**config.mk**
```make
export PLATFORM = sky130hd
export DESIGN_NAME = bag_sensing_event_controller_flat
export DESIGN_NICKNAME = d
export VERILOG_FILES = /design/src/hdl/bsec_pkg.sv /design/src/hdl/bsec_if.sv /design/src/hdl/bag_sensing_event_controller.sv /design/src/hdl/bsec_alu.sv /design/src/hdl/bsec_ledger.sv /design/src/flat_wrapper.sv
export VERILOG_INCLUDE_DIRS = /design/src /design/src/hdl
export SDC_FILE = /design/constraint.sdc
export NUM_CORES = 1
export LEC_CHECK = 0
export ABC_AREA = 1
export BUFFER_PORTS_ARGS = -buffer_cell sky130_fd_sc_hd__buf_2
export CAP_MARGIN = 25
export CORE_MARGIN = 1.5
export CORE_UTILIZATION = 55
export CTS_BUF_LIST = sky130_fd_sc_hd__clkbuf_8
export DETAILED_ROUTE_END_ITERATION = 10
export GPL_TIMING_DRIVEN = 0
export PLACE_DENSITY = 0.76
export SLEW_MARGIN = 20
export SYNTH_ARGS = -nofsm -noshare
export SYNTH_HDL_FRONTEND = slang
export SYNTH_SLANG_ARGS = --single-unit
```
**constraint.sdc**
```tcl
create_clock -name clk -period 8.4 [get_ports clk]
set_input_delay 1.68 -clock clk [delete_from_list [all_inputs] [get_ports clk]]
set_output_delay 1.68 -clock clk [all_outputs]
set_load 0.01 [all_outputs]
```
**src/hdl/bag_sensing_event_controller_macros.svh**
```systemverilog
// ----------------------------------------------------------------------------
// Assertion macros for the bag sensing event controller
// Checks run in simulation and drop out of the synthesized netlist.
// ----------------------------------------------------------------------------
`ifndef BAG_SENSING_EVENT_CONTROLLER_MACROS_SVH
`define BAG_SENSING_EVENT_CONTROLLER_MACROS_SVH

`ifndef SYNTHESIS
// Same-cycle implication
`define BSEC_ASSERT_IMP(lbl, clk, rst_n, pre, post, msg) \
  lbl: assert property (@(posedge clk) disable iff (!rst_n) (pre) |-> (post)) \
    else $error(msg);
// Next-cycle implication
`define BSEC_ASSERT_NXT(lbl, clk, rst_n, pre, post, msg) \
  lbl: assert property (@(posedge clk) disable iff (!rst_n) (pre) |=> (post)) \
    else $error(msg);
`else
`define BSEC_ASSERT_IMP(lbl, clk, rst_n, pre, post, msg)
`define BSEC_ASSERT_NXT(lbl, clk, rst_n, pre, post, msg)
`endif

`endif

```
**src/hdl/bsec_pkg.sv**
```systemverilog
// ----------------------------------------------------------------------------
// bsec_pkg
// Shared types and constants of the bag sensing event controller.
// ----------------------------------------------------------------------------
package bsec_pkg;

  // Ledger geometry
  localparam int MAX_OBJECTS    = 16;
  localparam int CAPTURE_FRAMES = 4;
  localparam int LEDGER_AW      = (MAX_OBJECTS > 1) ? $clog2(MAX_OBJECTS) : 1;
  localparam int LEDGER_CW      = $clog2(MAX_OBJECTS + 1);

  // Field widths
  localparam int DATA_W  = 32;
  localparam int ID_W    = 16;
  localparam int CNT8_W  = 8;
  localparam int CFG16_W = 16;

  // Register reset values
  localparam logic [CFG16_W-1:0] DEBOUNCE_RST = 16'd40;
  localparam logic [CFG16_W-1:0] SETTLE_RST   = 16'd2000;
  localparam logic [CFG16_W-1:0] CAPTURE_RST  = 16'd400;
  localparam logic [DATA_W-1:0]  STALE_RST    = 32'd1200;

  // Request codes
  typedef enum logic [2:0] {
    REQ_OPENED     = 3'd0,
    REQ_CLOSED     = 3'd1,
    REQ_TOF        = 3'd2,
    REQ_FRAME      = 3'd3,
    REQ_CLASSIFIED = 3'd4,
    REQ_MOTION     = 3'd5,
    REQ_STILL      = 3'd6,
    REQ_TICK       = 3'd7
  } req_t;

  // Power modes
  typedef enum logic [1:0] {
    MODE_SLEEP   = 2'd0,
    MODE_OPEN    = 2'd1,
    MODE_CAPTURE = 2'd2,
    MODE_SETTLE  = 2'd3
  } mode_t;

  // Configuration register indexes
  typedef enum logic [1:0] {
    CFG_DEBOUNCE = 2'd0,
    CFG_SETTLE   = 2'd1,
    CFG_CAPTURE  = 2'd2,
    CFG_STALE    = 2'd3
  } cfg_idx_t;

  // Sequencer to ledger
  typedef struct packed {
    logic                 start;
    logic                 wr_en;
    logic                 append;
    logic [LEDGER_AW-1:0] wr_idx;
    logic                 wr_pres;
    logic [ID_W-1:0]      id;
  } lgr_cmd_t;

  // Ledger to sequencer
  typedef struct packed {
    logic                 done;
    logic                 found;
    logic [LEDGER_AW-1:0] found_idx;
    logic                 found_pres;
    logic [CNT8_W-1:0]    used;
  } lgr_sts_t;

endpackage

```
**src/hdl/bsec_if.sv**
```systemverilog
// ----------------------------------------------------------------------------
// bsec channel interfaces
// Valid/ready channels for event items and result items.
// ----------------------------------------------------------------------------
interface bsec_in_if;
  logic                                valid;
  logic                                ready;
  logic [2:0]                          req_type;
  logic [bsec_pkg::DATA_W-1:0]         event_time;
  logic signed [bsec_pkg::DATA_W-1:0]  event_arg;
  logic                                entering;

  modport source (output valid, req_type, event_time, event_arg, entering, input ready);
  modport sink   (input valid, req_type, event_time, event_arg, entering, output ready);
endinterface

interface bsec_out_if;
  logic                              valid;
  logic                              ready;
  logic [1:0]                        fsm_state;
  logic                              map_stale;
  logic                              object_held;
  logic [bsec_pkg::CNT8_W-1:0]       frame_count;
  logic [bsec_pkg::DATA_W-1:0]       burst_count;
  logic [bsec_pkg::DATA_W-1:0]       measure_count;
  logic [bsec_pkg::DATA_W-1:0]       bounce_count;
  logic [bsec_pkg::DATA_W-1:0]       ledger_sequence;
  logic [bsec_pkg::CNT8_W-1:0]       ledger_entries;

  modport source (output valid, fsm_state, map_stale, object_held, frame_count, burst_count,
                  measure_count, bounce_count, ledger_sequence, ledger_entries,
                  input ready);
  modport sink   (input valid, fsm_state, map_stale, object_held, frame_count, burst_count,
                  measure_count, bounce_count, ledger_sequence, ledger_entries,
                  output ready);
endinterface

```
**src/hdl/bag_sensing_event_controller.sv**
```systemverilog
// ----------------------------------------------------------------------------
// bag_sensing_event_controller
// Event-driven power sequencer: closure debounce, capture bursts, presence
// ledger and settle/measure control, one result item per event item.
// ----------------------------------------------------------------------------
//
//  Channel  | Dir | Handshake          | Payload
//  ---------+-----+--------------------+----------------------------------------
//  in_chan  | in  | valid/ready        | req_type, event_time, event_arg, entering
//  out_chan | out | valid/ready        | fsm_state .. ledger_entries
//  cfg_*    | in  | cfg_we, no backoff | cfg_index, cfg_wdata
//
//  An item first runs the ledger search, which reads one slot per cycle;
//  then the shared adder runs the time difference, the threshold compare
//  and the staleness compare in turn.
//  in_chan.ready is high only while idle; a finished result waits in the
//  output register and the next item is taken meanwhile.
//  Reset is synchronous and active low; there is no clearing pass.
//
`include "bag_sensing_event_controller_macros.svh"

module bag_sensing_event_controller (
  input  logic                          clk,
  input  logic                          rst_n,
  bsec_in_if.sink                       in_chan,
  bsec_out_if.source                    out_chan,
  input  logic                          cfg_we,
  input  logic [1:0]                    cfg_index,
  input  logic [bsec_pkg::DATA_W-1:0]   cfg_wdata
);

  typedef enum logic [6:0] {
    ST_IDLE  = 7'b0000001,
    ST_SCAN  = 7'b0000010,
    ST_DIFF  = 7'b0000100,
    ST_CMP   = 7'b0001000,
    ST_APPLY = 7'b0010000,
    ST_STALE = 7'b0100000,
    ST_OUT   = 7'b1000000
  } st_t;

  st_t                             st_r, st_nxt;

  // Latched item
  bsec_pkg::req_t                  req_r;
  logic [bsec_pkg::DATA_W-1:0]     time_r;
  logic [bsec_pkg::DATA_W-1:0]     arg_r;
  logic                            ent_r;

  // Configuration
  logic [bsec_pkg::CFG16_W-1:0]    debounce_r;
  logic [bsec_pkg::CFG16_W-1:0]    settle_r;
  logic [bsec_pkg::CFG16_W-1:0]    capture_r;
  logic [bsec_pkg::DATA_W-1:0]     stale_thr_r;

  // Controller state
  bsec_pkg::mode_t                 mode_r, mode_nxt;
  logic [bsec_pkg::DATA_W-1:0]     since_r, since_nxt;
  logic                            edge_seen_r, edge_seen_nxt;
  logic [bsec_pkg::DATA_W-1:0]     last_edge_r, last_edge_nxt;
  logic [bsec_pkg::DATA_W-1:0]     rejected_r, rejected_nxt;
  logic [bsec_pkg::CNT8_W-1:0]     frames_r, frames_nxt;
  logic [bsec_pkg::DATA_W-1:0]     bursts_r, bursts_nxt;
  logic [bsec_pkg::DATA_W-1:0]     measures_r, measures_nxt;
  logic                            map_valid_r, map_valid_nxt;
  logic [bsec_pkg::DATA_W-1:0]     dist_r, dist_nxt;
  logic [bsec_pkg::DATA_W-1:0]     seq_r, seq_nxt;

  // Work registers
  logic [bsec_pkg::DATA_W-1:0]     diff_r;
  logic                            dcarry_r;
  logic                            cmp_r;
  logic                            held_r, held_nxt;
  logic                            stale_r;

  // Output register
  logic                            out_valid_r;
  logic [1:0]                      o_state_r;
  logic                            o_stale_r;
  logic                            o_held_r;
  logic [bsec_pkg::CNT8_W-1:0]     o_frames_r;
  logic [bsec_pkg::DATA_W-1:0]     o_bursts_r;
  logic [bsec_pkg::DATA_W-1:0]     o_measures_r;
  logic [bsec_pkg::DATA_W-1:0]     o_rejected_r;
  logic [bsec_pkg::DATA_W-1:0]     o_seq_r;
  logic [bsec_pkg::CNT8_W-1:0]     o_used_r;

  // Shared adder
  logic [bsec_pkg::DATA_W-1:0]     alu_a, alu_b, alu_sum;
  logic                            alu_sub, alu_cin, alu_carry;

  bsec_pkg::lgr_cmd_t              lgr_cmd;
  bsec_pkg::lgr_sts_t              lgr_sts;

  logic                            accept;
  logic                            out_free;
  logic                            load;
  logic                            is_edge;
  logic                            room;
  logic                            append_ok;
  logic                            frames_open;

  assign accept      = in_chan.valid && in_chan.ready;
  assign out_free    = !out_valid_r || out_chan.ready;
  assign load        = (st_r == ST_OUT) && out_free;
  assign is_edge     = (req_r == bsec_pkg::REQ_OPENED) || (req_r == bsec_pkg::REQ_CLOSED);
  assign room        = lgr_sts.used < bsec_pkg::CNT8_W'(bsec_pkg::MAX_OBJECTS);
  assign append_ok   = !lgr_sts.found && ent_r && room;
  assign frames_open = frames_r < bsec_pkg::CNT8_W'(bsec_pkg::CAPTURE_FRAMES);

  bsec_alu u_alu (
    .a     (alu_a),
    .b     (alu_b),
    .sub   (alu_sub),
    .cin   (alu_cin),
    .sum   (alu_sum),
    .carry (alu_carry)
  );

  bsec_ledger u_ledger (
    .clk   (clk),
    .rst_n (rst_n),
    .cmd   (lgr_cmd),
    .sts   (lgr_sts)
  );

  // Select adder operands for the current step
  always_comb begin
    alu_a   = diff_r;
    alu_b   = '0;
    alu_sub = 1'b1;
    alu_cin = 1'b1;
    case (st_r)
      ST_DIFF: begin
        if (req_r == bsec_pkg::REQ_MOTION) begin
          alu_a   = dist_r;
          alu_b   = arg_r;
          alu_sub = 1'b0;
          alu_cin = 1'b0;
        end else begin
          alu_a = time_r;
          alu_b = is_edge ? last_edge_r : since_r;
        end
      end
      ST_CMP: begin
        alu_a = diff_r;
        if (is_edge) begin
          alu_b = bsec_pkg::DATA_W'(debounce_r);
        end else if (req_r == bsec_pkg::REQ_TICK && mode_r == bsec_pkg::MODE_CAPTURE) begin
          alu_b   = bsec_pkg::DATA_W'(capture_r);
          alu_cin = 1'b0;
        end else begin
          alu_b = bsec_pkg::DATA_W'(settle_r);
        end
      end
      ST_STALE: begin
        alu_a = dist_r;
        alu_b = stale_thr_r;
      end
      default: begin
        alu_a = diff_r;
      end
    endcase
  end

  // Sequencer and state update
  always_comb begin
    st_nxt        = st_r;
    mode_nxt      = mode_r;
    since_nxt     = since_r;
    edge_seen_nxt = edge_seen_r;
    last_edge_nxt = last_edge_r;
    rejected_nxt  = rejected_r;
    frames_nxt    = frames_r;
    bursts_nxt    = bursts_r;
    measures_nxt  = measures_r;
    map_valid_nxt = map_valid_r;
    dist_nxt      = dist_r;
    seq_nxt       = seq_r;
    held_nxt      = held_r;

    lgr_cmd         = '0;
    lgr_cmd.id      = arg_r[bsec_pkg::ID_W-1:0];
    lgr_cmd.wr_pres = ent_r;

    case (st_r)
      ST_IDLE: begin
        if (accept) begin
          lgr_cmd.start = 1'b1;
          st_nxt        = ST_SCAN;
        end
      end
      ST_SCAN: begin
        if (lgr_sts.done) begin
          st_nxt = ST_DIFF;
        end
      end
      ST_DIFF: begin
        st_nxt = ST_CMP;
      end
      ST_CMP: begin
        st_nxt = ST_APPLY;
      end
      ST_APPLY: begin
        st_nxt   = ST_STALE;
        held_nxt = lgr_sts.found && lgr_sts.found_pres;
        case (req_r)
          bsec_pkg::REQ_OPENED, bsec_pkg::REQ_CLOSED: begin
            if (edge_seen_r && !cmp_r) begin
              rejected_nxt = rejected_r + 1'b1;
            end else begin
              edge_seen_nxt = 1'b1;
              last_edge_nxt = time_r;
              if (req_r == bsec_pkg::REQ_OPENED) begin
                if (mode_r == bsec_pkg::MODE_SLEEP || mode_r == bsec_pkg::MODE_SETTLE) begin
                  mode_nxt  = bsec_pkg::MODE_OPEN;
                  since_nxt = time_r;
                end
              end else begin
                mode_nxt   = bsec_pkg::MODE_SLEEP;
                since_nxt  = time_r;
                frames_nxt = '0;
              end
            end
          end
          bsec_pkg::REQ_TOF: begin
            if (mode_r == bsec_pkg::MODE_OPEN) begin
              mode_nxt   = bsec_pkg::MODE_CAPTURE;
              since_nxt  = time_r;
              frames_nxt = '0;
              bursts_nxt = bursts_r + 1'b1;
            end
          end
          bsec_pkg::REQ_FRAME: begin
            if (mode_r == bsec_pkg::MODE_CAPTURE && frames_open) begin
              frames_nxt = frames_r + 1'b1;
            end
          end
          bsec_pkg::REQ_CLASSIFIED: begin
            if (mode_r == bsec_pkg::MODE_CAPTURE) begin
              // Mark a known slot, or append a new one while room remains
              if (lgr_sts.found || append_ok) begin
                lgr_cmd.wr_en  = 1'b1;
                lgr_cmd.append = append_ok;
                lgr_cmd.wr_idx = lgr_sts.found ? lgr_sts.found_idx
                                               : lgr_sts.used[bsec_pkg::LEDGER_AW-1:0];
                seq_nxt        = seq_r + 1'b1;
              end
              held_nxt      = (lgr_sts.found || append_ok) && ent_r;
              map_valid_nxt = 1'b0;
              dist_nxt      = stale_thr_r;
              mode_nxt      = bsec_pkg::MODE_SETTLE;
              since_nxt     = time_r;
            end
          end
          bsec_pkg::REQ_MOTION: begin
            // Saturating add of a positive amount
            if (arg_r != '0 && !arg_r[bsec_pkg::DATA_W-1]) begin
              dist_nxt = dcarry_r ? '1 : diff_r;
            end
            if (mode_r == bsec_pkg::MODE_SETTLE) begin
              since_nxt = time_r;
            end
          end
          bsec_pkg::REQ_STILL: begin
            if (mode_r == bsec_pkg::MODE_SETTLE && cmp_r) begin
              measures_nxt  = measures_r + 1'b1;
              dist_nxt      = '0;
              map_valid_nxt = 1'b1;
              mode_nxt      = bsec_pkg::MODE_SLEEP;
              since_nxt     = time_r;
            end
          end
          bsec_pkg::REQ_TICK: begin
            if (mode_r == bsec_pkg::MODE_CAPTURE) begin
              if (frames_open && cmp_r) begin
                mode_nxt  = bsec_pkg::MODE_OPEN;
                since_nxt = time_r;
              end
            end else if (mode_r == bsec_pkg::MODE_SETTLE && cmp_r) begin
              measures_nxt  = measures_r + 1'b1;
              dist_nxt      = '0;
              map_valid_nxt = 1'b1;
              mode_nxt      = bsec_pkg::MODE_SLEEP;
              since_nxt     = time_r;
            end
          end
          default: begin
            held_nxt = lgr_sts.found && lgr_sts.found_pres;
          end
        endcase
      end
      ST_STALE: begin
        st_nxt = ST_OUT;
      end
      ST_OUT: begin
        if (out_free) begin
          st_nxt = ST_IDLE;
        end
      end
      default: begin
        st_nxt = ST_IDLE;
      end
    endcase
  end

  // Control and counter registers
  always_ff @(posedge clk) begin
    if (!rst_n) begin
      st_r        <= ST_IDLE;
      mode_r      <= bsec_pkg::MODE_SLEEP;
      since_r     <= '0;
      edge_seen_r <= 1'b0;
      last_edge_r <= '0;
      rejected_r  <= '0;
      frames_r    <= '0;
      bursts_r    <= '0;
      measures_r  <= '0;
      map_valid_r <= 1'b0;
      dist_r      <= '0;
      seq_r       <= '0;
      out_valid_r <= 1'b0;
    end else begin
      st_r        <= st_nxt;
      mode_r      <= mode_nxt;
      since_r     <= since_nxt;
      edge_seen_r <= edge_seen_nxt;
      last_edge_r <= last_edge_nxt;
      rejected_r  <= rejected_nxt;
      frames_r    <= frames_nxt;
      bursts_r    <= bursts_nxt;
      measures_r  <= measures_nxt;
      map_valid_r <= map_valid_nxt;
      dist_r      <= dist_nxt;
      seq_r       <= seq_nxt;
      out_valid_r <= (out_valid_r && !out_chan.ready) || load;
    end
  end

  // Configuration writes
  always_ff @(posedge clk) begin
    if (!rst_n) begin
      debounce_r  <= bsec_pkg::DEBOUNCE_RST;
      settle_r    <= bsec_pkg::SETTLE_RST;
      capture_r   <= bsec_pkg::CAPTURE_RST;
      stale_thr_r <= bsec_pkg::STALE_RST;
    end else if (cfg_we) begin
      case (bsec_pkg::cfg_idx_t'(cfg_index))
        bsec_pkg::CFG_DEBOUNCE: debounce_r  <= cfg_wdata[bsec_pkg::CFG16_W-1:0];
        bsec_pkg::CFG_SETTLE:   settle_r    <= cfg_wdata[bsec_pkg::CFG16_W-1:0];
        bsec_pkg::CFG_CAPTURE:  capture_r   <= cfg_wdata[bsec_pkg::CFG16_W-1:0];
        bsec_pkg::CFG_STALE:    stale_thr_r <= cfg_wdata;
        default: begin
          stale_thr_r <= stale_thr_r;
        end
      endcase
    end
  end

  // Item latch and adder results
  always_ff @(posedge clk) begin
    if (accept) begin
      req_r  <= bsec_pkg::req_t'(in_chan.req_type);
      time_r <= in_chan.event_time;
      arg_r  <= in_chan.event_arg;
      ent_r  <= in_chan.entering;
    end
    if (st_r == ST_DIFF) begin
      diff_r   <= alu_sum;
      dcarry_r <= alu_carry;
    end
    if (st_r == ST_CMP) begin
      cmp_r <= alu_carry;
    end
    if (st_r == ST_APPLY) begin
      held_r <= held_nxt;
    end
    if (st_r == ST_STALE) begin
      stale_r <= !map_valid_r || alu_carry;
    end
  end

  // Result register
  always_ff @(posedge clk) begin
    if (load) begin
      o_state_r    <= mode_r;
      o_stale_r    <= stale_r;
      o_held_r     <= held_r;
      o_frames_r   <= frames_r;
      o_bursts_r   <= bursts_r;
      o_measures_r <= measures_r;
      o_rejected_r <= rejected_r;
      o_seq_r      <= seq_r;
      o_used_r     <= lgr_sts.used;
    end
  end

  assign in_chan.ready            = (st_r == ST_IDLE);
  assign out_chan.valid           = out_valid_r;
  assign out_chan.fsm_state       = o_state_r;
  assign out_chan.map_stale       = o_stale_r;
  assign out_chan.object_held     = o_held_r;
  assign out_chan.frame_count     = o_frames_r;
  assign out_chan.burst_count     = o_bursts_r;
  assign out_chan.measure_count   = o_measures_r;
  assign out_chan.bounce_count    = o_rejected_r;
  assign out_chan.ledger_sequence = o_seq_r;
  assign out_chan.ledger_entries  = o_used_r;

  // Checks
  `BSEC_ASSERT_NXT(a_accept_scan, clk, rst_n, accept, st_r == ST_SCAN, "no search after accept")
  `BSEC_ASSERT_NXT(a_seq_step, clk, rst_n, lgr_cmd.wr_en, seq_r == $past(seq_r) + 32'd1, "no seq step")
  `BSEC_ASSERT_IMP(a_used_bound, clk, rst_n, 1'b1, lgr_sts.used <= bsec_pkg::CNT8_W'(bsec_pkg::MAX_OBJECTS), "overfull")

endmodule

```
**src/hdl/bsec_alu.sv**
```systemverilog
// ----------------------------------------------------------------------------
// bsec_alu
// Shared 32-bit add/subtract unit with carry out, used for every time
// difference, threshold compare and disturbance sum.
// ----------------------------------------------------------------------------
module bsec_alu (
  input  logic [bsec_pkg::DATA_W-1:0] a,
  input  logic [bsec_pkg::DATA_W-1:0] b,
  input  logic                        sub,
  input  logic                        cin,
  output logic [bsec_pkg::DATA_W-1:0] sum,
  output logic                        carry
);

  logic [bsec_pkg::DATA_W-1:0] b_op;
  logic [bsec_pkg::DATA_W:0]   total;

  // Invert b for subtract; carry set means a >= b (cin 1) or a > b (cin 0)
  assign b_op  = sub ? ~b : b;
  assign total = {1'b0, a} + {1'b0, b_op} + {{bsec_pkg::DATA_W{1'b0}}, cin};
  assign sum   = total[bsec_pkg::DATA_W-1:0];
  assign carry = total[bsec_pkg::DATA_W];

endmodule

```
**src/hdl/bsec_ledger.sv**
```systemverilog
// ----------------------------------------------------------------------------
// bsec_ledger
// Presence ledger: slot memory, slot count and a linear search that
// compares one slot per cycle against the requested id.
// ----------------------------------------------------------------------------
module bsec_ledger (
  input  logic                clk,
  input  logic                rst_n,
  input  bsec_pkg::lgr_cmd_t  cmd,
  output bsec_pkg::lgr_sts_t  sts
);

  logic [bsec_pkg::ID_W-1:0]      ids_mem  [bsec_pkg::MAX_OBJECTS];
  logic                           pres_mem [bsec_pkg::MAX_OBJECTS];

  logic                           scan_r;
  logic [bsec_pkg::LEDGER_CW-1:0] idx_r;
  logic                           cmp_vld_r;
  logic [bsec_pkg::ID_W-1:0]      rd_id_r;
  logic                           rd_pres_r;
  logic [bsec_pkg::LEDGER_AW-1:0] rd_idx_r;
  logic                           found_r;
  logic [bsec_pkg::LEDGER_AW-1:0] found_idx_r;
  logic                           found_pres_r;
  logic [bsec_pkg::CNT8_W-1:0]    used_r;

  logic                           issue;
  logic                           done;
  logic                           hit;

  // Issue one slot read per cycle while below the fill count
  assign issue = scan_r && (bsec_pkg::CNT8_W'(idx_r) < used_r);
  assign done  = scan_r && !issue && !cmp_vld_r;
  assign hit   = cmp_vld_r && (rd_id_r == cmd.id) && !found_r;

  // Sequence the search and count slots in use
  always_ff @(posedge clk) begin
    if (!rst_n) begin
      scan_r    <= 1'b0;
      idx_r     <= '0;
      cmp_vld_r <= 1'b0;
      found_r   <= 1'b0;
      used_r    <= '0;
    end else begin
      if (cmd.start) begin
        scan_r    <= 1'b1;
        idx_r     <= '0;
        cmp_vld_r <= 1'b0;
        found_r   <= 1'b0;
      end else if (scan_r) begin
        cmp_vld_r <= issue;
        if (issue) begin
          idx_r <= idx_r + 1'b1;
        end
        if (hit) begin
          found_r <= 1'b1;
        end
        if (done) begin
          scan_r <= 1'b0;
        end
      end
      if (cmd.wr_en && cmd.append) begin
        used_r <= used_r + 1'b1;
      end
    end
  end

  // Capture the matching slot
  always_ff @(posedge clk) begin
    if (hit) begin
      found_idx_r  <= rd_idx_r;
      found_pres_r <= rd_pres_r;
    end
  end

  // Slot memory: one write port, one registered read port
  always_ff @(posedge clk) begin
    if (issue) begin
      rd_id_r   <= ids_mem[idx_r[bsec_pkg::LEDGER_AW-1:0]];
      rd_pres_r <= pres_mem[idx_r[bsec_pkg::LEDGER_AW-1:0]];
      rd_idx_r  <= idx_r[bsec_pkg::LEDGER_AW-1:0];
    end
    if (cmd.wr_en) begin
      ids_mem[cmd.wr_idx]  <= cmd.id;
      pres_mem[cmd.wr_idx] <= cmd.wr_pres;
    end
  end

  assign sts.done       = done;
  assign sts.found      = found_r;
  assign sts.found_idx  = found_idx_r;
  assign sts.found_pres = found_pres_r;
  assign sts.used       = used_r;

endmodule

```
**src/flat_wrapper.sv**
```systemverilog
// flat-port wrapper written by rule: the top's interface ports become plain ports
module bag_sensing_event_controller_flat 
  (clk, rst_n, cfg_we, cfg_index, cfg_wdata, in_chan_valid, in_chan_req_type, in_chan_event_time, in_chan_event_arg, in_chan_entering, in_chan_ready, out_chan_valid, out_chan_fsm_state, out_chan_map_stale, out_chan_object_held, out_chan_frame_count, out_chan_burst_count, out_chan_measure_count, out_chan_bounce_count, out_chan_ledger_sequence, out_chan_ledger_entries, out_chan_ready);
  bsec_in_if in_chan_i ();
  bsec_out_if out_chan_i ();
  input  logic clk;
  input  logic rst_n;
  input  logic cfg_we;
  input  logic [1:0] cfg_index;
  input  logic [bsec_pkg::DATA_W-1:0] cfg_wdata;
  input wire logic [$bits(in_chan_i.valid)-1:0] in_chan_valid;
  input wire logic [$bits(in_chan_i.req_type)-1:0] in_chan_req_type;
  input wire logic [$bits(in_chan_i.event_time)-1:0] in_chan_event_time;
  input wire logic [$bits(in_chan_i.event_arg)-1:0] in_chan_event_arg;
  input wire logic [$bits(in_chan_i.entering)-1:0] in_chan_entering;
  output wire logic [$bits(in_chan_i.ready)-1:0] in_chan_ready;
  output wire logic [$bits(out_chan_i.valid)-1:0] out_chan_valid;
  output wire logic [$bits(out_chan_i.fsm_state)-1:0] out_chan_fsm_state;
  output wire logic [$bits(out_chan_i.map_stale)-1:0] out_chan_map_stale;
  output wire logic [$bits(out_chan_i.object_held)-1:0] out_chan_object_held;
  output wire logic [$bits(out_chan_i.frame_count)-1:0] out_chan_frame_count;
  output wire logic [$bits(out_chan_i.burst_count)-1:0] out_chan_burst_count;
  output wire logic [$bits(out_chan_i.measure_count)-1:0] out_chan_measure_count;
  output wire logic [$bits(out_chan_i.bounce_count)-1:0] out_chan_bounce_count;
  output wire logic [$bits(out_chan_i.ledger_sequence)-1:0] out_chan_ledger_sequence;
  output wire logic [$bits(out_chan_i.ledger_entries)-1:0] out_chan_ledger_entries;
  input wire logic [$bits(out_chan_i.ready)-1:0] out_chan_ready;
  assign in_chan_i.valid = in_chan_valid;
  assign in_chan_i.req_type = in_chan_req_type;
  assign in_chan_i.event_time = in_chan_event_time;
  assign in_chan_i.event_arg = in_chan_event_arg;
  assign in_chan_i.entering = in_chan_entering;
  assign in_chan_ready = in_chan_i.ready;
  assign out_chan_valid = out_chan_i.valid;
  assign out_chan_fsm_state = out_chan_i.fsm_state;
  assign out_chan_map_stale = out_chan_i.map_stale;
  assign out_chan_object_held = out_chan_i.object_held;
  assign out_chan_frame_count = out_chan_i.frame_count;
  assign out_chan_burst_count = out_chan_i.burst_count;
  assign out_chan_measure_count = out_chan_i.measure_count;
  assign out_chan_bounce_count = out_chan_i.bounce_count;
  assign out_chan_ledger_sequence = out_chan_i.ledger_sequence;
  assign out_chan_ledger_entries = out_chan_i.ledger_entries;
  assign out_chan_i.ready = out_chan_ready;
  bag_sensing_event_controller u_core (.clk(clk), .rst_n(rst_n), .in_chan(in_chan_i), .out_chan(out_chan_i), .cfg_we(cfg_we), .cfg_index(cfg_index), .cfg_wdata(cfg_wdata));
endmodule
```
# --- Word-level counts from Yosys, hierarchy flattened ---
# Memories as Yosys holds them, arrays and structs flattened. A register that Yosys moved wholly into a read port is not among the register bits.
# Cells that the tools add are included.
classes:
  reduce_logical: 62
  div_mod_pow: 0
  multipliers: 0
  n_shift: 0
  mux: 68
  magnitude_cmp: 3
  n_addsub: 9
  n_bitwise: 3
  eq_ne: 34
op_table:
  columns: ["cell", "n"]
  rows:
  - ["$mux W32", 21]
  - ["$pmux W32 S6", 1]
  - ["$add A32 B1 Y32 const B", 4]
  - ["$pmux W32 S2", 2]
  - ["$pmux W32 S4", 1]
  - ["$pmux W32 S3", 1]
  - ["$pmux W7 S7", 1]
  - ["$add A32 B32 Y33", 1]
  - ["$add A33 B1 Y33", 1]
  - ["$mux W8", 4]
  - ["$not A32 Y32", 1]
  - ["$reduce_bool A32 Y1", 1]
  - ["$mux W6", 4]
  - ["$pmux W8 S3", 1]
  - ["$mux W7", 3]
  - ["$logic_and A1 B1 Y1", 19]
  - ["$add A8 B1 Y8 const B", 2]
  - ["$eq A16 B16 Y1", 1]
  - ["$mux W1", 16]
  - ["$mux W16", 1]
  - ["$mux W2", 8]
  - ["$reduce_and A3 Y1", 5]
  - ["$ne A2 B2 Y1 const B", 7]
  - ["$eq A3 B3 Y1 const B", 4]
  - ["38 further kinds", 69]
word_totals:
  latchBits: 0
  out_inout_bits: 150
  memories: 2
  ff_bits: 601
  ram_bits: 272
  rom_bits: 0
  input_bits: 107
mem_list:
  columns: ["memory", "depth", "word_bits", "rd", "rd_ports_with_merged_regs", "write_ports", "line_no", "text"]
  rows:
  - ["u_core.u_ledger.ids_mem", 16, 16, 1, 1, 1, "bsec_ledger.sv:13", "logic [bsec_pkg::ID_W-1:0] ids_mem [bsec_pkg::MAX_OBJECTS];"]
  - ["u_core.u_ledger.pres_mem", 16, 1, 1, 1, 1, "bsec_ledger.sv:14", "logic pres_mem [bsec_pkg::MAX_OBJECTS];"]

# --- Longest topological paths before layout ---
# Gate-level depths: netlist of run 1.
logic_depth:
  word_depth: 10
  depth_mapped: 23

# --- Hierarchy ---
# A second synthesis of run 1 with hierarchy kept.
unflattened:
  hier_cells: 5059
  hier_area_um2: 42400.7
by_module_without_submodules:
  columns: ["mod", "instances", "area_per_inst_um2", "cells_each"]
  rows:
  - ["bag_sensing_event_controller", 1, 26852.0, 3471]
  - ["bsec_ledger", 1, 12747.2, 1034]
  - ["bsec_alu", 1, 2801.4, 554]

# --- Worst setup path before layout of run 1 ---
# OpenSTA, ideal clock, no wires.
synth_path:
  kind: "input to register"
  from: "in out_chan_ready"
  to: "reg u_core.o_rejected_r, in the netlist u_core.out_chan.bounce_count[0] (enable)"
  required_time_ps: 7742
  slack_ps: -126
  path_stages: 2
  arrival_time_ps: 7869
  path_cell_list: "nor2_1 nor2_1"
synth_via:
  elab_chain_len: 2
synth_lines:
  columns: ["element", "line_no", "text"]
  rows:
  - ["start, declared", "flat_wrapper.sv:27", "input wire logic [$bits(out_chan_i.ready)-1:0] out_chan_ready;"]
  - ["$logic_or A1 B1 Y1", "bag_sensing_event_controller.sv:104", "assign out_free = !out_valid_r || out_chan.ready;"]
  - ["$logic_and A1 B1 Y1", "bag_sensing_event_controller.sv:105", "assign load = (st_r == ST_OUT) && out_free;"]
  - ["via u_core.load", "bag_sensing_event_controller.sv:97", "logic load;"]
  - ["end signal, assigned", "bag_sensing_event_controller.sv:392", "o_rejected_r <= rejected_r;"]
  - ["end, declared", "bag_sensing_event_controller.sv:84", "logic [bsec_pkg::DATA_W-1:0] o_rejected_r;"]
# The timed path passes the listed nets, and every way through them passes these cells.
# A chain may end at the register's enable or synchronous reset.

# --- Worst setup path after layout of run 1 ---
layout_path:
  from: "reg u_core.req_r[1]"
  to: "reg u_core.diff_r[28] (netlist name), data pin"
layout_via:
  elab_chain_len: 9
layout_lines:
  columns: ["element", "line_no", "text"]
  rows:
  - ["start, declared", "bag_sensing_event_controller.sv:45", "bsec_pkg::req_t req_r;"]
  - ["start signal, assigned", "bag_sensing_event_controller.sv:363", "req_r <= bsec_pkg::req_t'(in_chan.req_type);"]
  - ["$eq A3 B3 Y1, or another cell as far along", "bag_sensing_event_controller.sv:149", "end else if (req_r == bsec_pkg::REQ_TICK && mode_r == bsec_pkg::MODE_CAPTURE) begin"]
  - ["$logic_and A1 B1 Y1 / $logic_or A1 B1 Y1 (equally long branches)", "bag_sensing_event_controller.sv:149, bag_sensing_event_controller.sv:106", null]
  - ["$mux W16 / $mux W32 (equally long branches)", "bag_sensing_event_controller.sv:149, bag_sensing_event_controller.sv:142", null]
  - ["$mux W32 (on tied branches)", "bag_sensing_event_controller.sv:147, bag_sensing_event_controller.sv:135", null]
  - ["$pmux W32 S3", "bag_sensing_event_controller.sv:133", "case (st_r)"]
  - ["$not A32 Y32", "bsec_alu.sv:19", "assign b_op = sub ? ~b : b;"]
  - ["$mux W32", "bsec_alu.sv:19", null]
  - ["$add A32 B32 Y33", "bsec_alu.sv:20", "assign total = {1'b0, a} + {1'b0, b_op} + {{bsec_pkg::DATA_W{1'b0}}, cin};"]
  - ["$add A33 B1 Y33 *", "bsec_alu.sv:20", null]
  - ["via u_core.alu_sum, one bit", "bag_sensing_event_controller.sv:89", "logic [bsec_pkg::DATA_W-1:0] alu_a, alu_b, alu_sum;"]
  - ["end signal, assigned", "bag_sensing_event_controller.sv:369", "diff_r <= alu_sum;"]
  - ["end, declared", "bag_sensing_event_controller.sv:70", "logic [bsec_pkg::DATA_W-1:0] diff_r;"]
# Mark *: on every way through the listed nets, which the timed path passes. The rest lies on a longest branch.

==> results of run 1 <==
power by group through the flow:
stage               Combinational (mW)  Clock (mW)  Sequential [mW]
finish                           0.381        3.86             4.84
global route                     0.410        4.07             4.84
CTS                              0.367        3.88             4.83
detailed placement               0.365           0             4.93
global placement                 0.353           0             4.93
floorplan                        0.217           0             4.86
cells by family (layout without fill, tap and decap cells):
| logic type | count (synthesis) | count (layout) | synth area share [%] |
|---|---|---|---|
| and+or+nand+nor | 1998 | 1998 | 20.1 |
| AOI/OAI and AO/OA | 935 | 935 | 12.9 |
| DFF | 890 | 890 | 56.9 |
| buffers and inverters | 662 | 1206 | 6.20 |
| xor gates and xnor gates | 86 | 86 | 1.84 |
| adders and majority gates | 47 | 47 | 1.47 |
| muxes | 26 | 26 | 0.634 |
| other | 0 | 4 | 0 |
metal layers:
| layer | up-vias | GRT usage (%) | part of all wire [%] |
|---|---|---|---|
| li1 | 16700 | - | - |
| met1 | 16700 | 45.0 | 41 |
| met2 | 2138 | 49.5 | 44 |
| met3 | 310 | 7.02 | 12 |
| met4 | 4 | 13.0 | 3.6 |
| met5 | - | 0 | 0.019 |
worst max-delay path, cell delays in order, from the launching register on:
cell and delay (ns):
edfxtp_1 0.48, nor2_1 0.65, buf_2 0.42, buf_1 0.83, o21ai_0 0.18, nand2_1 0.23
a41oi_1 0.19, fa_1 0.56, fa_1 0.44, o21ai_0 0.41, a21oi_1 0.32, o21ai_0 0.59
nand2_1 0.20, nand3_1 0.12, nand2_1 0.06
worst min-delay path by stage:
stage                                                     endpoint  slack, ns  depth (start not counted)
after floorplan                u_core.out_chan.map_stale$_DFFE_PP_       0.40                          0
after global placement    u_core.u_ledger.found_idx_r[1]$_DFFE_PP_       0.40                          0
after detailed placement  u_core.u_ledger.found_idx_r[2]$_DFFE_PP_       0.41                          0
after CTS                 u_core.u_ledger.found_idx_r[2]$_DFFE_PP_       0.42                          0
after global routing      u_core.u_ledger.found_idx_r[2]$_DFFE_PP_       0.43                          0
final                     u_core.u_ledger.found_idx_r[2]$_DFFE_PP_       0.42                          0
per-stage QoR:
stage	power, mW	hold WS (ns)
global route	9.32	0.431
global placement	5.28	0.401
detailed placement	5.29	0.408
CTS	9.08	0.422
floorplan	5.08	0.400
finish	9.08	0.421
sequential cells by signal, summed over array words and instances, names as in the netlist, 32 cells and up:
| name | flops |
|---|---|
| u_core.time_r | 32 |
| u_core.out_chan.measure_count | 32 |
| u_core.arg_r | 32 |
| u_core.u_ledger.ids_mem | 256 |
| u_core.rejected_r | 32 |
| u_core.stale_thr_r | 32 |
| u_core.dist_r | 32 |
| u_core.measures_r | 32 |
| u_core.last_edge_r | 32 |
| u_core.since_r | 32 |
| u_core.diff_r | 32 |
| u_core.out_chan.burst_count | 32 |
| u_core.bursts_r | 32 |
| u_core.seq_r | 32 |
| u_core.out_chan.bounce_count | 32 |
| u_core.out_chan.ledger_sequence | 32 |
cell type report:
class                   count  area (um^2)  share of cell area, %
diodes                      4         10.0                 0.0213
plain buffers             208          838                   1.79
clock buffers             165         2270                   4.84
clock inverters           100          697                   1.49
inverters                 454         1710                   3.65
multi-input cells        3092        15200                   32.5
flip-flops and latches    890        23300                   49.7
well taps                 959         1200                   2.56
repair buffers            279         1620                   3.46
cells in the final DEF (no fill, tap or decap), types with 14 or more instances in the layout:
| cell type | netlist | routed |
|---|---|---|
| inv_1 | 424 | 467 |
| nand3_1 | 199 | 199 |
| mux2i_1 | 26 | 26 |
| buf_1 | 23 | 23 |
| dfxtp_1 | 340 | 340 |
| nor2_1 | 687 | 671 |
| o21ai_1 | 41 | 41 |
| clkinv_1 | 6 | 21 |
| edfxtp_1 | 550 | 550 |
| nand4_1 | 46 | 46 |
| o21ai_0 | 309 | 309 |
| xor2_1 | 60 | 60 |
| nand3b_1 | 14 | 14 |
| ha_1 | 45 | 45 |
| buf_2 | 27 | 282 |
| clkbuf_1 | 151 | 151 |
| clkbuf_8 | 0 | 165 |
| a21oi_1 | 348 | 348 |
| nor3_1 | 96 | 95 |
| nand2_1 | 906 | 906 |
| o211ai_1 | 91 | 91 |
| inv_2 | 23 | 23 |
| o221ai_1 | 26 | 26 |
| clkinv_2 | 0 | 23 |
| o32ai_1 | 42 | 42 |
| xnor2_1 | 26 | 26 |
| nor2_2 | 7 | 21 |
| o22ai_1 | 42 | 42 |
==> flow_metrics.env, run 1 <==
export IMPL_grt_pass1_wl_mm=190
export IMPL_critPathRequiredTime_ns=8.96
export IMPL_final_cells=6151
export IMPL_antenna_found_initial=7
export IMPL_clkSlewWorstSetupHoldPaths_ns=0.07
export IMPL_yosysMostFrequentCell="nand2_1"
export IMPL_fin_ws_ns=2.46
export IMPL_final_max_slew_viol_count=0
export IMPL_drc=0
export IMPL_hold_viol_final=0
export IMPL_rrSetupSlack_ns=2.46
export IMPL_synth_common_cells="nand2_1 (906), nor2_1 (687), edfxtp_1 (550), inv_1 (424), a21oi_1 (348)"
export IMPL_cts_buffer_depth=3
export IMPL_critPathLaunch="u_core.req_r[1]$_DFFE_PP_"
export IMPL_drt_first_pass_iters=7
export IMPL_critical_path_class="flop to flop"
export IMPL_fin_tns_setup_ns=0
export IMPL_die_w_um=276
export IMPL_p_leak_nw=17.5
export IMPL_power_frac_seq_pct=53.3
export IMPL_peakVddDrop_uv=163
export IMPL_dr_first_iter_drc_count=4669
export IMPL_intPower_mw=6.90
export IMPL_min_period_over_period_pct=70.7
export IMPL_grt_pass1_vias=33000
export IMPL_synthArstFlopShare_pct=0
export IMPL_cp_arrival_ns=6.50
export IMPL_synthTopCellsByArea="edfxtp_1 (40%), dfxtp_1 (17%), nand2_1 (8.3%), nor2_1 (6.3%), a21oi_1 (4.2%)"
export IMPL_place_area_mm2=0.0439
export IMPL_yosysSeqAreaShare_pct=56.9
export IMPL_final_cell_area_mm2=0.0469
export IMPL_crit_end="u_core.diff_r[28]$_DFFE_PP_"
export IMPL_slew_headroom_pct=26.3
export IMPL_power_switching_mw=2.18
export IMPL_numCtsBuffers=146
export IMPL_timing_rr_start="u_core.req_r[1]$_DFFE_PP_"
export IMPL_pwr_share_clk_pct=42.5
export IMPL_die_area_mm2=0.0762
export IMPL_fill_cells=6175
export IMPL_fin_util_pct=63.9
export IMPL_endpoint_kind="flop"
export IMPL_netlist_area_mm2=0.0410
export IMPL_tightest_slew_ns=1.11
export IMPL_clockRootBuffer="clkbuf_8"
export IMPL_synth_cells=4644
export IMPL_worstPathMaxFanout=10
export IMPL_cts_htree_levels=4
export IMPL_drive_gt1_share_pct=11.3
export IMPL_cp_start_kind="flop"
export IMPL_ys_warn_count=0
export IMPL_p_per_area_mw_per_mm2=194
export IMPL_ctsResizeCount=0
export IMPL_cts_tree="built"
export IMPL_dp_cells=5881
export IMPL_portBuffers=255
export IMPL_fmax_ghz=0.168
export IMPL_yosysTopAreaCell="edfxtp_1"
export IMPL_ctsHoldBuffers=0
export IMPL_dp_hpwl_mm=93.0
export IMPL_synth_top_cell_area_share_pct=40.3
export IMPL_worstSkewPairLatency_ns=0.81
export IMPL_grt_ovfl_total=0
export IMPL_dieHeight_um=276
export IMPL_area_growth_pct=14.3
export IMPL_coreArea_mm2=0.0733
export IMPL_fp_row_count=99
export IMPL_avgRoutedWirePerCell_um=20.6
export IMPL_syn_avg_cell_area_um2=8.83
export IMPL_rr_worst_depth=14
export IMPL_skew_ns=0.0397
export IMPL_cts_setup_buffers=0
export IMPL_post_place_ws_ns=2.79
export IMPL_status="finished clean"
export IMPL_groute_usage_overall_pct=32.4
export IMPL_grt_max_degree=41
export IMPL_synth_seq_cells=890
export IMPL_hp_class="flop to flop"
export IMPL_nets=5225
export IMPL_ys_types=60
export IMPL_rsz0062_at_grt="false"
export IMPL_ant_nets=0
export IMPL_pwr_share_comb_pct=4.2
export IMPL_max_cap_violations=0
export IMPL_min_delay_start="u_core.u_ledger.rd_idx_r[2]$_DFFE_PP_"
export IMPL_setup_viol=0
export IMPL_netSwitchingFraction_pct=24.0
export IMPL_min_period_ns=5.94
export IMPL_avgViaCountPerCell=5.82
export IMPL_start_util_pct=55.9
export IMPL_synth_nets=4798
export IMPL_r2r_end="u_core.diff_r[28]$_DFFE_PP_"
export IMPL_cts_sinks=890
export IMPL_ios=257
export IMPL_place_gp_congestion=1.04
export IMPL_synthFlopType="edfxtp_1"
export IMPL_wl_mm=127
export IMPL_synth_enable_flop_cells=550
export IMPL_via_count=35800
No activity file was read; power rests on OpenSTA's default activity.
==> inputs of run 2 (changes only) <==
==> constraint.sdc (replaced) <==
create_clock -name clk -period 5.14 [get_ports clk]
set_input_delay 1.028 -clock clk [delete_from_list [all_inputs] [get_ports clk]]
set_output_delay 1.028 -clock clk [all_outputs]
set_load 0.01 [all_outputs]
==> flow_metrics.env, run 2 (synthesized netlist as in run 1, its figures left out) <==
export IMPL_setup_viol=0
export IMPL_finalPower_mw=14.6
export IMPL_min_period_ns=4.86
export IMPL_wl_mm=128
export IMPL_slowest_stage="clkbuf_1"
export IMPL_dp_cells=5882
export IMPL_drt_first_pass_iters=6
export IMPL_die_area_mm2=0.0762
export IMPL_area_growth_pct=14.3
export IMPL_max_cap_violations=0
export IMPL_grt_max_degree=41
export IMPL_clkSlewWorstSetupHoldPaths_ns=0.06
export IMPL_cts_htree_levels=4
export IMPL_die_w_um=276
export IMPL_fin_tns_setup_ns=0
export IMPL_place_gp_congestion=1.01
export IMPL_avgViaCountPerCell=5.81
export IMPL_worstSkewPairLatency_ns=0.81
export IMPL_tightest_slew_ns=1.12
export IMPL_regMostFlops="u_core.u_ledger.ids_mem"
export IMPL_rsz0062_at_grt="false"
export IMPL_final_max_slew_viol_count=0
export IMPL_numCtsBuffers=144
export IMPL_final_cell_area_mm2=0.0469
export IMPL_drc=0
export IMPL_antenna_found_initial=5
export IMPL_final_cells=6156
export IMPL_status="finished clean"
export IMPL_fin_ws_ns=0.276
export IMPL_p_per_area_mw_per_mm2=312
export IMPL_cts_sinks=890
export IMPL_grt_ovfl_total=0
export IMPL_endpoint_kind="flop"
export IMPL_cpPeakStageDelay_ns=0.58
export IMPL_via_count=35700
export IMPL_path_cells="ha_1 > inv_2 > nor3_4 > clkbuf_1 > nand2_1 > nand3_1 > o211ai_1 > a41oi_1 > fa_1 > fa_1 > o21ai_1 > a21oi_2 > o21bai_1 > nand2_1 > nand2_1"
export IMPL_groute_usage_overall_pct=33.0
export IMPL_p_leak_nw=17.5
export IMPL_ant_nets=0
export IMPL_start_util_pct=55.9
export IMPL_slew_headroom_pct=25.1
export IMPL_post_place_ws_ns=-0.677
export IMPL_drive_gt1_share_pct=11.4
export IMPL_skew_ns=0.0388
export IMPL_grt_pass1_vias=33500
export IMPL_coreArea_mm2=0.0733
export IMPL_fp_row_count=99
export IMPL_hold_viol_final=0
export IMPL_cts_buffer_depth=3
export IMPL_fin_util_pct=63.9
export IMPL_dr_first_iter_drc_count=4609
export IMPL_nets=5227
export IMPL_min_period_over_period_pct=94.6
export IMPL_peakVddDrop_uv=246
export IMPL_critical_path_class="flop to flop"
export IMPL_clockRootBuffer="clkbuf_8"
export IMPL_cp_start_kind="flop"
export IMPL_avgRoutedWirePerCell_um=20.8
export IMPL_final_common_cell="nand2_1"
export IMPL_hold_worst_slack_ns=0.395
export IMPL_fmax_ghz=0.206
export IMPL_dp_hpwl_mm=94.0
export IMPL_hp_class="input port to flop"
export IMPL_worstPathMaxFanout=10
export IMPL_critPathRequiredTime_ns=5.61
export IMPL_dieHeight_um=276
export IMPL_final_cell_mix="nand2_1 (906), nor2_1 (670), edfxtp_1 (550), inv_1 (466), a21oi_1 (347)"
export IMPL_portBuffers=255
export IMPL_ios=257
export IMPL_crit_top_cell="nand2_1"
export IMPL_cts_tree="built"
export IMPL_cp_arrival_ns=5.33
export IMPL_largest_reg_flops=256
export IMPL_grt_pass1_wl_mm=193
export IMPL_place_area_mm2=0.0439
==> run 2: timing repair <==
item / CTS / global route
pin swaps: 0 / 1
hold buffers: 0 / 0
endpoints found under the setup margin: 14 / 14
buffers inserted: 0 / 2
resized for setup: 7 / 6
==> run 2: worst paths after layout <==
path	slack, ns	cells after the start	endpoint	start
min	0.39	1	u_core.time_r[11]$_DFFE_PP_	in_chan_event_time[11]
max	0.28	15	u_core.dcarry_r$_DFFE_PP_	u_core.mode_r[1]$_SDFFE_PN0P_
min reg2reg	0.41	0	u_core.out_chan.frame_count[2]$_DFFE_PP_	u_core.frames_r[2]$_SDFFE_PN0P_
max reg2reg	0.28	15	u_core.dcarry_r$_DFFE_PP_	u_core.mode_r[1]$_SDFFE_PN0P_
==> run 2: per-layer routing <==
layer / up-vias / global-route usage (%) / wire (um)
met5: - / 0 / 13
met4: 2 / 12.4 / 4300
met3: 296 / 7.88 / 14400
met2: 2049 / 49.8 / 56100
met1: 16700 / 46.2 / 52900
li1: 16700 / - / -
==> run 2: report_power, final <==
part           leakage [nW]  switching, mW  total, mW  internal [mW]
Clock                  1.62           2.95       6.08           3.13
Sequential             7.76          0.199       7.91           7.71
Combinational          8.14          0.470      0.632          0.163
Total                  17.5           3.61       14.6           11.0
==> run 2: area by class of cell <==
type	instances	area (um^2)
Inverter	454	1740
Timing Repair Buffer	283	1690
Clock inverter	101	587
Buffer	208	841
Multi-Input combinational cell	3092	15200
Sequential cell	890	23300
Fill cell	6248	26400
Clock buffer	165	2270
Tap cell	959	1200
Antenna cell	4	10.0
==> run 2: worst max-delay path: cells and delay by family, from the launching register on <==
family          cells  cell delay [ns]
simple gates        5             1.19
compound gates      5             1.19
buf+inv             2             0.69
flops               1             0.46
fa+ha+maj           3             0.99
